[src/rtl/jsu_pkg.sv]
// Package: decode modes, status codes, bundle type and helper functions.
package jsu_pkg;

  typedef enum logic [3:0] {
    MODE_NORMAL  = 4'd0,
    MODE_FRESH   = 4'd1,
    MODE_ESC     = 4'd2,
    MODE_HEX1    = 4'd3,
    MODE_HEX2    = 4'd4,
    MODE_HEX3    = 4'd5,
    MODE_HEX4    = 4'd6,
    MODE_SURR_BS = 4'd7,
    MODE_SURR_U  = 4'd8,
    MODE_LOW1    = 4'd9,
    MODE_LOW2    = 4'd10,
    MODE_LOW3    = 4'd11,
    MODE_LOW4    = 4'd12,
    MODE_DROP    = 4'd13
  } jsu_mode_t;

  localparam logic [2:0] ST_BYTE     = 3'd0;
  localparam logic [2:0] ST_CLOSED   = 3'd1;
  localparam logic [2:0] ST_CTRL     = 3'd2;
  localparam logic [2:0] ST_BAD_ESC  = 3'd3;
  localparam logic [2:0] ST_BAD_UNI  = 3'd4;
  localparam logic [2:0] ST_UNTERM   = 3'd5;

  localparam logic [15:0] SURR_HI_LO = 16'hd800;
  localparam logic [15:0] SURR_HI_HI = 16'hdbff;
  localparam logic [15:0] SURR_LO_LO = 16'hdc00;
  localparam logic [15:0] SURR_LO_HI = 16'hdfff;
  localparam logic [20:0] SUPP_BASE  = 21'h10000;

  // Results of one input byte: up to four bytes, one status for all.
  typedef struct packed {
    logic [2:0]       cnt;
    logic [2:0]       status;
    logic [3:0][7:0]  bytes;
  } jsu_bundle_t;

  // Bit 4 set means not a hex digit.
  function automatic logic [4:0] hex_value(input logic [7:0] b);
    logic [4:0] v;
    v = 5'h10;
    if (b >= 8'h30 && b <= 8'h39) v = {1'b0, b[3:0]};
    else if ((b >= 8'h61 && b <= 8'h66) || (b >= 8'h41 && b <= 8'h46))
      v = {1'b0, b[3:0] + 4'd9};
    return v;
  endfunction

  function automatic jsu_bundle_t utf8_encode(input logic [20:0] cp);
    jsu_bundle_t r;
    r = '0;
    r.status = ST_BYTE;
    if (cp <= 21'h7f) begin
      r.cnt = 3'd1;
      r.bytes[0] = {1'b0, cp[6:0]};
    end else if (cp <= 21'h7ff) begin
      r.cnt = 3'd2;
      r.bytes[0] = {3'b110, cp[10:6]};
      r.bytes[1] = {2'b10, cp[5:0]};
    end else if (cp <= 21'hffff) begin
      r.cnt = 3'd3;
      r.bytes[0] = {4'b1110, cp[15:12]};
      r.bytes[1] = {2'b10, cp[11:6]};
      r.bytes[2] = {2'b10, cp[5:0]};
    end else begin
      r.cnt = 3'd4;
      r.bytes[0] = {5'b11110, cp[20:18]};
      r.bytes[1] = {2'b10, cp[17:12]};
      r.bytes[2] = {2'b10, cp[11:6]};
      r.bytes[3] = {2'b10, cp[5:0]};
    end
    return r;
  endfunction

endpackage

[src/rtl/jsu_in_if.sv]
// Input channel: raw string-body bytes.
interface jsu_in_if;
  logic       valid;
  logic       ready;
  logic [7:0] in_byte;
  logic       end_of_text;

  modport source (output valid, output in_byte, output end_of_text, input ready);
  modport sink   (input valid, input in_byte, input end_of_text, output ready);
endinterface

[src/rtl/jsu_out_if.sv]
// Result channel: decoded UTF-8 bytes and status.
interface jsu_out_if;
  logic       valid;
  logic       ready;
  logic [7:0] out_byte;
  logic [2:0] status;
  logic       last_of_run;

  modport source (output valid, output out_byte, output status, output last_of_run,
                  input ready);
  modport sink   (input valid, input out_byte, input status, input last_of_run,
                  output ready);
endinterface

[src/rtl/jsu_decoder.sv]
// Escape decoder: mode state and the result bundle for one input byte.
module jsu_decoder (
  input  logic                clk,
  input  logic                rst_n,
  input  logic                step,
  input  logic [7:0]          in_byte,
  input  logic                end_of_text,
  output jsu_pkg::jsu_bundle_t bundle
);
  import jsu_pkg::*;

  jsu_mode_t   mode_r, mode_nxt;
  logic [15:0] acc_r, acc_nxt;
  logic [9:0]  hsb_r, hsb_nxt;
  logic [4:0]  hv;
  logic [15:0] acc_sh;
  logic [20:0] pair_cp;
  logic        acc_is_hi;
  logic        acc_is_lo;

  assign hv        = hex_value(in_byte);
  assign acc_sh    = {acc_r[11:0], hv[3:0]};
  assign pair_cp   = SUPP_BASE + {1'b0, hsb_r, acc_sh[9:0]};
  assign acc_is_hi = (acc_sh >= SURR_HI_LO) && (acc_sh <= SURR_HI_HI);
  assign acc_is_lo = (acc_sh >= SURR_LO_LO) && (acc_sh <= SURR_LO_HI);

  // next mode, hex accumulator and high surrogate bits
  always_comb begin
    mode_nxt = mode_r;
    acc_nxt  = acc_r;
    hsb_nxt  = hsb_r;
    if (end_of_text) begin
      mode_nxt = MODE_NORMAL;
    end else begin
      unique case (mode_r)
        MODE_DROP: ;
        MODE_ESC: begin
          unique case (in_byte)
            8'h75: begin
              acc_nxt  = '0;
              mode_nxt = MODE_HEX1;
            end
            8'h22, 8'h5c, 8'h2f, 8'h62, 8'h66, 8'h6e, 8'h72, 8'h74: begin
              mode_nxt = MODE_NORMAL;
            end
            default: begin
              mode_nxt = MODE_DROP;
            end
          endcase
        end
        MODE_HEX1, MODE_HEX2, MODE_HEX3, MODE_HEX4,
        MODE_LOW1, MODE_LOW2, MODE_LOW3, MODE_LOW4: begin
          if (hv[4]) begin
            mode_nxt = MODE_DROP;
          end else begin
            acc_nxt = acc_sh;
            if (mode_r == MODE_HEX4) begin
              if (acc_is_hi) begin
                hsb_nxt  = acc_sh[9:0];
                mode_nxt = MODE_SURR_BS;
              end else if (acc_is_lo) begin
                mode_nxt = MODE_DROP;
              end else begin
                mode_nxt = MODE_NORMAL;
              end
            end else if (mode_r == MODE_LOW4) begin
              if (acc_is_lo) mode_nxt = MODE_NORMAL;
              else mode_nxt = MODE_DROP;
            end else begin
              mode_nxt = jsu_mode_t'(mode_r + 4'd1);
            end
          end
        end
        MODE_SURR_BS: begin
          if (in_byte == 8'h5c) mode_nxt = MODE_SURR_U;
          else mode_nxt = MODE_DROP;
        end
        MODE_SURR_U: begin
          if (in_byte == 8'h75) begin
            acc_nxt  = '0;
            mode_nxt = MODE_LOW1;
          end else begin
            mode_nxt = MODE_DROP;
          end
        end
        default: begin
          // body text, also just after a close
          if (in_byte == 8'h22) mode_nxt = MODE_FRESH;
          else if (in_byte < 8'h20) mode_nxt = MODE_DROP;
          else if (in_byte == 8'h5c) mode_nxt = MODE_ESC;
          else mode_nxt = MODE_NORMAL;
        end
      endcase
    end
  end

  // result bundle for the current byte
  always_comb begin
    bundle = '0;
    if (end_of_text) begin
      unique case (mode_r)
        MODE_FRESH, MODE_DROP: ;
        MODE_HEX1, MODE_HEX2, MODE_HEX3, MODE_HEX4, MODE_SURR_BS, MODE_SURR_U,
        MODE_LOW1, MODE_LOW2, MODE_LOW3, MODE_LOW4: begin
          bundle.cnt = 3'd1; bundle.status = ST_BAD_UNI;
        end
        default: begin
          bundle.cnt = 3'd1; bundle.status = ST_UNTERM;
        end
      endcase
    end else begin
      unique case (mode_r)
        MODE_DROP: ;
        MODE_ESC: begin
          bundle.cnt = 3'd1;
          unique case (in_byte)
            8'h22, 8'h5c, 8'h2f: bundle.bytes[0] = in_byte;
            8'h62: bundle.bytes[0] = 8'h08;
            8'h66: bundle.bytes[0] = 8'h0c;
            8'h6e: bundle.bytes[0] = 8'h0a;
            8'h72: bundle.bytes[0] = 8'h0d;
            8'h74: bundle.bytes[0] = 8'h09;
            8'h75: bundle.cnt = 3'd0;
            default: bundle.status = ST_BAD_ESC;
          endcase
        end
        MODE_HEX1, MODE_HEX2, MODE_HEX3, MODE_HEX4,
        MODE_LOW1, MODE_LOW2, MODE_LOW3, MODE_LOW4: begin
          if (hv[4]) begin
            bundle.cnt = 3'd1; bundle.status = ST_BAD_UNI;
          end else if (mode_r == MODE_HEX4) begin
            if (acc_is_hi) begin
              bundle = '0;
            end else if (acc_is_lo) begin
              bundle.cnt = 3'd1; bundle.status = ST_BAD_UNI;
            end else begin
              bundle = utf8_encode({5'd0, acc_sh});
            end
          end else if (mode_r == MODE_LOW4) begin
            if (acc_is_lo) begin
              bundle = utf8_encode(pair_cp);
            end else begin
              bundle.cnt = 3'd1; bundle.status = ST_BAD_UNI;
            end
          end
        end
        MODE_SURR_BS: begin
          if (in_byte != 8'h5c) begin
            bundle.cnt = 3'd1; bundle.status = ST_BAD_UNI;
          end
        end
        MODE_SURR_U: begin
          if (in_byte != 8'h75) begin
            bundle.cnt = 3'd1; bundle.status = ST_BAD_UNI;
          end
        end
        default: begin
          if (in_byte == 8'h22) begin
            bundle.cnt = 3'd1; bundle.status = ST_CLOSED;
          end else if (in_byte < 8'h20) begin
            bundle.cnt = 3'd1; bundle.status = ST_CTRL;
          end else if (in_byte != 8'h5c) begin
            bundle.cnt      = 3'd1;
            bundle.bytes[0] = in_byte;
          end
        end
      endcase
    end
  end

  always_ff @(posedge clk) begin
    if (!rst_n) begin
      mode_r <= MODE_NORMAL;
      acc_r  <= '0;
      hsb_r  <= '0;
    end else if (step) begin
      mode_r <= mode_nxt;
      acc_r  <= acc_nxt;
      hsb_r  <= hsb_nxt;
    end
  end

endmodule

[src/rtl/jsu_serializer.sv]
// Result register: holds one bundle and sends its bytes one beat each.
module jsu_serializer (
  input  logic                 clk,
  input  logic                 rst_n,
  input  logic                 load,
  input  jsu_pkg::jsu_bundle_t bundle,
  output logic                 free,
  jsu_out_if.source            out_ch
);
  import jsu_pkg::*;

  logic        valid_r, valid_nxt;
  logic [1:0]  idx_r, idx_nxt;
  jsu_bundle_t bnd_r, bnd_nxt;
  logic        last;
  logic        take;

  assign last = ({1'b0, idx_r} == (bnd_r.cnt - 3'd1));
  assign take = valid_r && out_ch.ready;
  assign free = !valid_r || (take && last);

  assign out_ch.valid       = valid_r;
  assign out_ch.out_byte    = (bnd_r.status == ST_BYTE) ? bnd_r.bytes[idx_r] : 8'h00;
  assign out_ch.status      = bnd_r.status;
  assign out_ch.last_of_run = last;

  always_comb begin
    valid_nxt = valid_r;
    idx_nxt   = idx_r;
    bnd_nxt   = bnd_r;
    if (load) begin
      valid_nxt = 1'b1;
      idx_nxt   = '0;
      bnd_nxt   = bundle;
    end else if (take) begin
      if (last) valid_nxt = 1'b0;
      else idx_nxt = idx_r + 2'd1;
    end
  end

  always_ff @(posedge clk) begin
    if (!rst_n) begin
      valid_r <= 1'b0;
      idx_r   <= '0;
    end else begin
      valid_r <= valid_nxt;
      idx_r   <= idx_nxt;
    end
    bnd_r <= bnd_nxt;
  end

endmodule

[src/rtl/json_string_unescape_unit.sv]
// Top level: JSON string body unescaper producing UTF-8 bytes.
//
// Takes one raw byte of a JSON string body per beat (starting after the
// opening quote) and returns decoded UTF-8 bytes, one per beat, each with a
// status and a last_of_run flag marking the final result of its input byte.
// Simple escapes and \uXXXX escapes (surrogate pairs joined into one 4-byte
// sequence) are decoded; a closing quote reports status 1 and the next byte
// starts a new string; errors report status 2..5 and then bytes are dropped
// until end_of_text. Timing: the first result of an input beat is offered
// the cycle after the beat is taken. An input beat is taken only while the
// result register is empty or handing over its last byte, so an input that
// yields N results (N = 1..4) holds off the next input until its last result
// is taken, and output stalls delay that further. Inputs that yield no
// result (backslash, hex digits) leave a gap on the output. With out ready
// held high, plain body bytes stream at one byte per cycle with no bubbles.
module json_string_unescape_unit (
  input  logic      clk,
  input  logic      rst_n,
  jsu_in_if.sink    in_ch,
  jsu_out_if.source out_ch
);
  import jsu_pkg::*;

  jsu_bundle_t bundle;
  logic        free;
  logic        step;

  // an input beat is taken whenever the result register is empty or about
  // to hand over its last byte
  assign in_ch.ready = free;
  assign step        = in_ch.valid && free;

  jsu_decoder u_decoder (
    .clk         (clk),
    .rst_n       (rst_n),
    .step        (step),
    .in_byte     (in_ch.in_byte),
    .end_of_text (in_ch.end_of_text),
    .bundle      (bundle)
  );

  // bytes with no result only move the decoder state
  jsu_serializer u_serializer (
    .clk    (clk),
    .rst_n  (rst_n),
    .load   (step && (bundle.cnt != 3'd0)),
    .bundle (bundle),
    .free   (free),
    .out_ch (out_ch)
  );

endmodule
[src/flat_wrapper.sv]
// flat-port wrapper written by rule: the top's interface ports become plain ports
module json_string_unescape_unit_flat import jsu_pkg::*;
  (clk, rst_n, in_ch_valid, in_ch_in_byte, in_ch_end_of_text, in_ch_ready, out_ch_valid, out_ch_out_byte, out_ch_status, out_ch_last_of_run, out_ch_ready);
  jsu_in_if in_ch_i ();
  jsu_out_if out_ch_i ();
  input  logic clk;
  input  logic rst_n;
  input wire logic [$bits(in_ch_i.valid)-1:0] in_ch_valid;
  input wire logic [$bits(in_ch_i.in_byte)-1:0] in_ch_in_byte;
  input wire logic [$bits(in_ch_i.end_of_text)-1:0] in_ch_end_of_text;
  output wire logic [$bits(in_ch_i.ready)-1:0] in_ch_ready;
  output wire logic [$bits(out_ch_i.valid)-1:0] out_ch_valid;
  output wire logic [$bits(out_ch_i.out_byte)-1:0] out_ch_out_byte;
  output wire logic [$bits(out_ch_i.status)-1:0] out_ch_status;
  output wire logic [$bits(out_ch_i.last_of_run)-1:0] out_ch_last_of_run;
  input wire logic [$bits(out_ch_i.ready)-1:0] out_ch_ready;
  assign in_ch_i.valid = in_ch_valid;
  assign in_ch_i.in_byte = in_ch_in_byte;
  assign in_ch_i.end_of_text = in_ch_end_of_text;
  assign in_ch_ready = in_ch_i.ready;
  assign out_ch_valid = out_ch_i.valid;
  assign out_ch_out_byte = out_ch_i.out_byte;
  assign out_ch_status = out_ch_i.status;
  assign out_ch_last_of_run = out_ch_i.last_of_run;
  assign out_ch_i.ready = out_ch_ready;
  json_string_unescape_unit u_core (.clk(clk), .rst_n(rst_n), .in_ch(in_ch_i), .out_ch(out_ch_i));
endmodule
[config.mk]
export PLATFORM = sky130hd
export DESIGN_NAME = json_string_unescape_unit_flat
export DESIGN_NICKNAME = d
export VERILOG_FILES = /design/src/rtl/jsu_pkg.sv /design/src/rtl/jsu_in_if.sv /design/src/rtl/jsu_out_if.sv /design/src/rtl/jsu_decoder.sv /design/src/rtl/jsu_serializer.sv /design/src/rtl/json_string_unescape_unit.sv /design/src/flat_wrapper.sv
export SDC_FILE = /design/constraint.sdc
export NUM_CORES = 1
export LEC_CHECK = 0
export ABC_CLOCK_PERIOD_IN_PS = 5500
export BUFFER_PORTS_ARGS = -buffer_cell sky130_fd_sc_hd__buf_4
export CAP_MARGIN = 20
export CORE_AREA = 2 2 111 113
export CTS_CLUSTER_SIZE = 40
export DETAILED_ROUTE_END_ITERATION = 7
export DIE_AREA = 0 0 113 115
export GPL_TIMING_DRIVEN = 0
export PLACE_DENSITY = 0.57
export SYNTH_ARGS = -nofsm -noshare
export SYNTH_HDL_FRONTEND = slang
export SYNTH_SLANG_ARGS = --single-unit
export TNS_END_PERCENT = 1
[constraint.sdc]
create_clock -name clk -period 5.5 [get_ports clk]
set_clock_uncertainty 0.05 [all_clocks]
set_input_delay 0 -clock clk [delete_from_list [all_inputs] [get_ports clk]]
set_output_delay 0 -clock clk [all_outputs]
set_load 0.01 [all_outputs]
Word level (Yosys, flattened, before mapping) --
Cells that the tools add are included.
Storage, ports and cells: register bits 67, output and inout bits 14
Operators by class: bitwise logic cells 5, add/sub/neg operators 5, $lt $le $gt $ge 17, muxes and demuxes 71, equality and inequality tests 28, reductions and logical operators 32
Operators with widths (number):
- two-way mux 24 bit | 7
- two-way mux 38 bit | 3
- two-way mux 8 bit | 10
- two-way mux 16 bit | 4
- two-way mux 32 bit | 2
- == test 8 x 7 -> 1 bit, second input constant | 7
- one-hot mux 8 bit (6 select lines) | 1
- two-way mux 4 bit | 11
- greater-or-equal comparator 16 bit, second input constant | 2
- less-or-equal comparator 16 bit, second input constant | 2
- two-way mux 6 bit | 5
- one-hot mux 6 bit (5 select lines) | 1
- == test 4 bit, second input constant | 6
- two-way mux 12 bit | 2
- one-hot mux 12 bit (2 select lines) | 1
- one-hot mux 8 bit (3 select lines) | 1
- two-way mux 22 bit | 1
- adder 17 x 20 -> 21 bit, first input constant | 1
- less-or-equal comparator 21 x 11 -> 1 bit, second input constant | 1
- less-or-equal comparator 21 x 16 -> 1 bit, second input constant | 1
- less-or-equal comparator 21 x 7 -> 1 bit, second input constant | 1
- one-hot mux 4 bit (5 select lines) | 1
- two-way mux 3 bit | 6
- binary-select mux 8 bit (select 2 bit) | 1
- 39 further kinds | 80

Depth between registers and ports, before layout --
depth in word-level cells 23, depth in mapped cells 13

Cells and area by module --
Synthesis repeated with hierarchy kept, for this count alone.
Second synthesis, totals: cell total of the unflattened synthesis 640, area, all modules 5464.0 µm²
Modules (own cells, without submodules):
- jsu_decoder | cells each 546, area an instance 3748.6 µm², instances 1
- jsu_serializer | cells each 92, area an instance 1699.1 µm², instances 1
- json_string_unescape_unit | cells each 2, area an instance 16.3 µm², instances 1

Least setup slack after synthesis --
OpenSTA, ideal clock, no wires.
path type input-to-reg, start input in_ch_in_byte[0], end register u_core.u_serializer.bnd_r[0] (netlist bit), enable pin, arrival 4.391 ns, setup slack 0.607 ns, setup time 0.452 ns, cell stages on the path 11, required time 4.998 ns, path buffers 1, cells stage by stage clkbuf_1 > inv_1 > ha_1 > nor3b_2 > o21a_1 > mux2i_1 > or4_4 > o41ai_2 > nor3_2 > a311o_1 > a31oi_1
On the way: longest elaborated chain between the ends 18, elaborated cells on any way between the ends 51
RTL lines:
- start: declaration | line flat_wrapper.sv:9 | input wire logic [$bits(in_ch_i.in_byte)-1:0] in_ch_in_byte;
- greater-or-equal comparator 8 x 7 -> 1 bit or less-or-equal comparator 8 x 7 -> 1 bit (tied branches) | line jsu_pkg.sv:46 | else if ((b >= 8'h61 && b <= 8'h66) || (b >= 8'h41 && b <= 8'h46))
- logical AND 1 bit | line jsu_pkg.sv:46
- logical OR 1 bit | line jsu_pkg.sv:46
- two-way mux 5 bit | line jsu_pkg.sv:46
- two-way mux 5 bit | line jsu_pkg.sv:45 | if (b >= 8'h30 && b <= 8'h39) v = {1'b0, b[3:0]};
- adder 17 x 20 -> 21 bit | line jsu_decoder.sv:23 | assign pair_cp = SUPP_BASE + {1'b0, hsb_r, acc_sh[9:0]};
- less-or-equal comparator 21 x 16 -> 1 bit | line jsu_pkg.sv:62 | end else if (cp <= 21'hffff) begin
- two-way mux 3 bit | line jsu_pkg.sv:62
- (+3 left out)
- two-way mux 38 bit | line jsu_decoder.sv:139 | end else if (mode_r == MODE_LOW4) begin
- two-way mux 38 bit | line jsu_decoder.sv:131 | end else if (mode_r == MODE_HEX4) begin
- two-way mux 6 bit | line jsu_decoder.sv:129 | if (hv[4]) begin
- one-hot mux 6 bit (5 select lines) * | line jsu_decoder.sv:112 | unique case (mode_r)
- two-way mux 6 bit * | line jsu_decoder.sv:100 | if (end_of_text) begin
- nonzero test 3 bit * | line json_string_unescape_unit.sv:46 | .load (step && (bundle.cnt != 3'd0)),
- logical AND 1 bit * | line json_string_unescape_unit.sv:46
- net u_core.u_serializer.load | line jsu_serializer.sv:5 | input logic load,
- end signal: assignment | line jsu_serializer.sv:49 | bnd_r <= bnd_nxt;
- end: declaration | line jsu_serializer.sv:14 | jsu_bundle_t bnd_r, bnd_nxt;
The timed path passes the listed nets; every way through them passes the cells marked *. A chain may end at the register's enable or synchronous reset.

Worst setup path after layout --
start register u_core.u_decoder.mode_r[0], end register u_core.u_serializer.bnd_r[18] (netlist bit), enable pin
On the way: longest elaborated chain between the ends 8, elaborated cells on any way between the ends 24
RTL lines:
- start: declaration | line jsu_decoder.sv:12 | jsu_mode_t mode_r, mode_nxt;
- start signal: assignment | line jsu_decoder.sv:177 | mode_r <= mode_nxt;
- == test 4 bit | line jsu_decoder.sv:101, jsu_decoder.sv:112, jsu_decoder.sv:139
- two-way mux 38 bit | line jsu_decoder.sv:139
- two-way mux 38 bit | line jsu_decoder.sv:131
- two-way mux 6 bit | line jsu_decoder.sv:129
- one-hot mux 6 bit (5 select lines) | line jsu_decoder.sv:112
- two-way mux 6 bit * | line jsu_decoder.sv:100
- nonzero test 3 bit * | line json_string_unescape_unit.sv:46
- logical AND 1 bit * | line json_string_unescape_unit.sv:46
- net u_core.u_serializer.load | line jsu_serializer.sv:5
Marked as above.

==> summary.txt <==
Data required, critical path: 5.49 ns
Largest net degree at the start of global routing: 28
CP peak stage delay: 0.53 ns
Max Freq: 253 MHz
DR vias/cell: 5.96
Final Power: 1.22 mW
Critical Path AT: 3.95 ns
Hold Path Class: in2reg
Post-Syn Area per Cell: 8.48 um^2
Pint: 0.924 mW
Crit path cell chain: inv_1 -> ha_1 -> clkbuf_1 -> nor2_1 -> nor2b_1 -> nor3_1 -> a21oi_1 -> nand2_1 -> or2_2 -> buf_1 -> a21o_1 -> a31oi_4 -> buf_16
WL final: 14.2 mm
Failing checks: design-rule violations
Max-cap viol count: 0
RSZ-0062 raised after global routing: no
Post-Syn Instances: 558
Setup crit end kind: register
Initial antenna violation count: 0
Drt drc: 3
CP Launch Type: register
Routed Antenna Nets: 0
GR Util All Layers: 23.2%
Fin crit share: 72.0%
Multi-input logic area: 2900 um^2
Reg area: 1630 um^2
CTS resizes: 0
Layout Utilization: 46.1%
#FFs+latches synth: 64
Syn Nets: 582
Switch share: 24.2%
Synth area leader: edfxtp_1
Clock slew seen by the registers of the worst setup and hold paths: 0.05 ns
Vias: 4459
Hold Violations, Final: 0
PD cells: 224 nW/um^2
DP HPWL: 10.8 mm
Cell at the slowest stage of the critical path: a21oi_1
Layout cells sized above 1: 12.1%
CTS max path bufs: 2
Status: finished with violations
Sequential share of the synthesized area: 34.5%
Hold_buf cts: 1
Critical path startpoint: u_core.u_decoder.mode_r[0]$_SDFFE_PN0P_
Synth warnings: 0
Worst slew pin tran: 0.842 ns
Number of synthesized flops with an enable pin: 35
Leakage: 1.88 nW
Clock root buffer: clkbuf_16
Setup Viol. Count Final: 0
IO Pins: 27
IO buf count: 25
Synth top area cells: edfxtp_1 (22%), dfxtp_1 (12%), nor2_1 (4.8%), nor2b_1 (4.8%), a22oi_1 (4.1%)
H-tree levels: 3
Kind of critical path: reg2reg
Crit Path Max Fanout: 27
Wire length of the first global-routing pass: 23.5 mm
Die area: 13000 um^2
# fillers: 1163
Yosys top cell area share: 22.2%
Routed len/inst: 19.0 um
Core Area: 11800 um^2
FFs w/ async S/R, synth: 0%
Final #Nets: 620
Overflow after GRT: 0
Most used DFF post-synth: edfxtp_1
Most frequent cells in the layout: nor2_1 (60), nand2_1 (44), nor2b_1 (36), edfxtp_1 (35), clkbuf_1 (31)
Minimum clock period: 3.96 ns
Maximum vdd ir drop: 0.0984 mV
Post-CTS setup buffer count: 0
Commonest non-fill, non-tap cell in the layout: nor2_1
Mapped cell area: 4730 um^2
Relative slew slack: 43.5%
Hold_sp: in_ch_in_byte[7]
Die Y-Extent: 115 um
Layout overhead on the synthesized area: 15.1%
Iter 0 DRT Violations: 386
Placer congestion estimate: 0.947
Number of global-route vias before repair: 4273
Initial core utilization: 40.0%
Clock sinks: 64
Num CTS Buffers: 9
Gate power share: 10.7%
NetSw: 0.294 mW
Clock Power Share: 46.0%
Row count: 40
TritonCTS clock tree: yes
Die width: 113 um
Flop pwr share: 43.3%
Clock Latency Late Sink: 0.34 ns
Worst flop-to-flop path startpoint: u_core.u_decoder.mode_r[0]$_SDFFE_PN0P_
# diodes: 0
DRT Pass-1 Iters: 7
Yosys cell types: 73
Slew Limit Fails: 0
-- metrics by stage --
step	setup slack [ns]	hold slack [ns]	TNS, ns	cells	cell area [um^2]
floorplan	0.607	0.136	0	558	4730
global placement	-0.538	0.315	-19.59	730	5100
detailed placement	1.34	0.326	0	731	5140
CTS	1.57	0.00109	0	748	5440
global route	1.24	0.0632	0	748	5440
finish	1.54	0.0249	0	748	5440
-- synthesized netlist by cell type (all sizes together), types with 3 or more instances --
cell	n
nor2	60
nand2	44
nor2b	36
edfxtp	35
o21ai	32
a21oi	31
clkbuf	30
dfxtp	29
a22oi	26
nor3	21
nand3	20
inv	17
and2	13
mux2i	12
ha	11
a21o	9
buf	7
mux4	7
nor3b	7
or2	7
nand2b	6
nand4	6
nor4	6
a31oi	5
and3	5
or3	5
or4	5
a211oi	4
a221oi	4
o211ai	4
and4	3
o211a	3
o221ai	3
o22ai	3
xnor2	3
xor2	3
-- power by group through the flow --
stage	clock, mW	sequential, mW	combinational [mW]
6_report	0.561	0.528	0.130
5_1_grt	0.590	0.529	0.144
4_1_cts	0.570	0.528	0.130
3_5_place_dp	0	0.538	0.129
3_3_place_gp	0	0.539	0.122
2_1_floorplan	0	0.537	0.0778
-- cell type report --
type                    count  share of cell area (%)
inverters                  17                    1.17
clock inverters             6                    1.13
multi-input cells         440                    53.2
clock buffers              10                    4.21
well taps                 147                    3.38
flip-flops and latches     64                    30.0
plain buffers              37                    2.80
repair buffers             27                    4.14
-- state kept, by name, indices dropped and copies added (netlist names) --
signal and cells:
u_core.u_decoder.hsb_r 10, u_core.u_decoder.acc_r 12, u_core.u_decoder.mode_r 4, u_core.u_serializer.idx_r 2
u_core.u_serializer.out_ch.status 3, u_core.u_serializer.out_ch.valid 1, u_core.u_serializer.bnd_r 32
-- per-layer routing --
metal  part of all wire (%)  GRT usage [%]  up-vias  wire, um
met5                      0              0        -         0
met4                    1.7           8.05        0       243
met3                    5.8           3.48       21       823
met2                     45           35.8      167      6400
met1                     47           33.2     2115      6720
li1                       -              -     2156         -
-- worst paths after layout --
check | to | slack [ns] | depth (start not counted)
max reg2reg | u_core.u_serializer.bnd_r[18]$_SDFFCE_PP0P_ | 1.54 | 13
min reg2reg | u_core.u_decoder.hsb_r[8]$_SDFFE_PN0P_ | 0.50 | 2
min | u_core.u_serializer.bnd_r[7]$_SDFFCE_PP0P_ | 0.02 | 3
max | u_core.u_serializer.bnd_r[18]$_SDFFCE_PP0P_ | 1.54 | 13
-- critical path, delay by kind of cell, from the launching register on --
family | cells | cell delay, ns
flip-flops | 1 | 0.37
adder cells (fa/ha/maj) | 1 | 0.14
AO/OA/AOI/OAI | 3 | 1.25
AND/OR/NAND/NOR | 5 | 0.88
buffers and inverters | 4 | 0.95
-- logic make-up after synthesis --
| kind of cell | after synthesis | synth area share [%] |
|---|---|---|
| muxes | 19 | 5.87 |
| buffers and inverters | 54 | 4.58 |
| AOI/OAI and AO/OA | 152 | 22.3 |
| xor gates and xnor gates | 6 | 1.11 |
| and+or+nand+nor | 252 | 28.8 |
| DFF | 64 | 34.5 |
| adders and majority gates | 11 | 2.91 |
No activity file was read; power rests on OpenSTA's default activity.
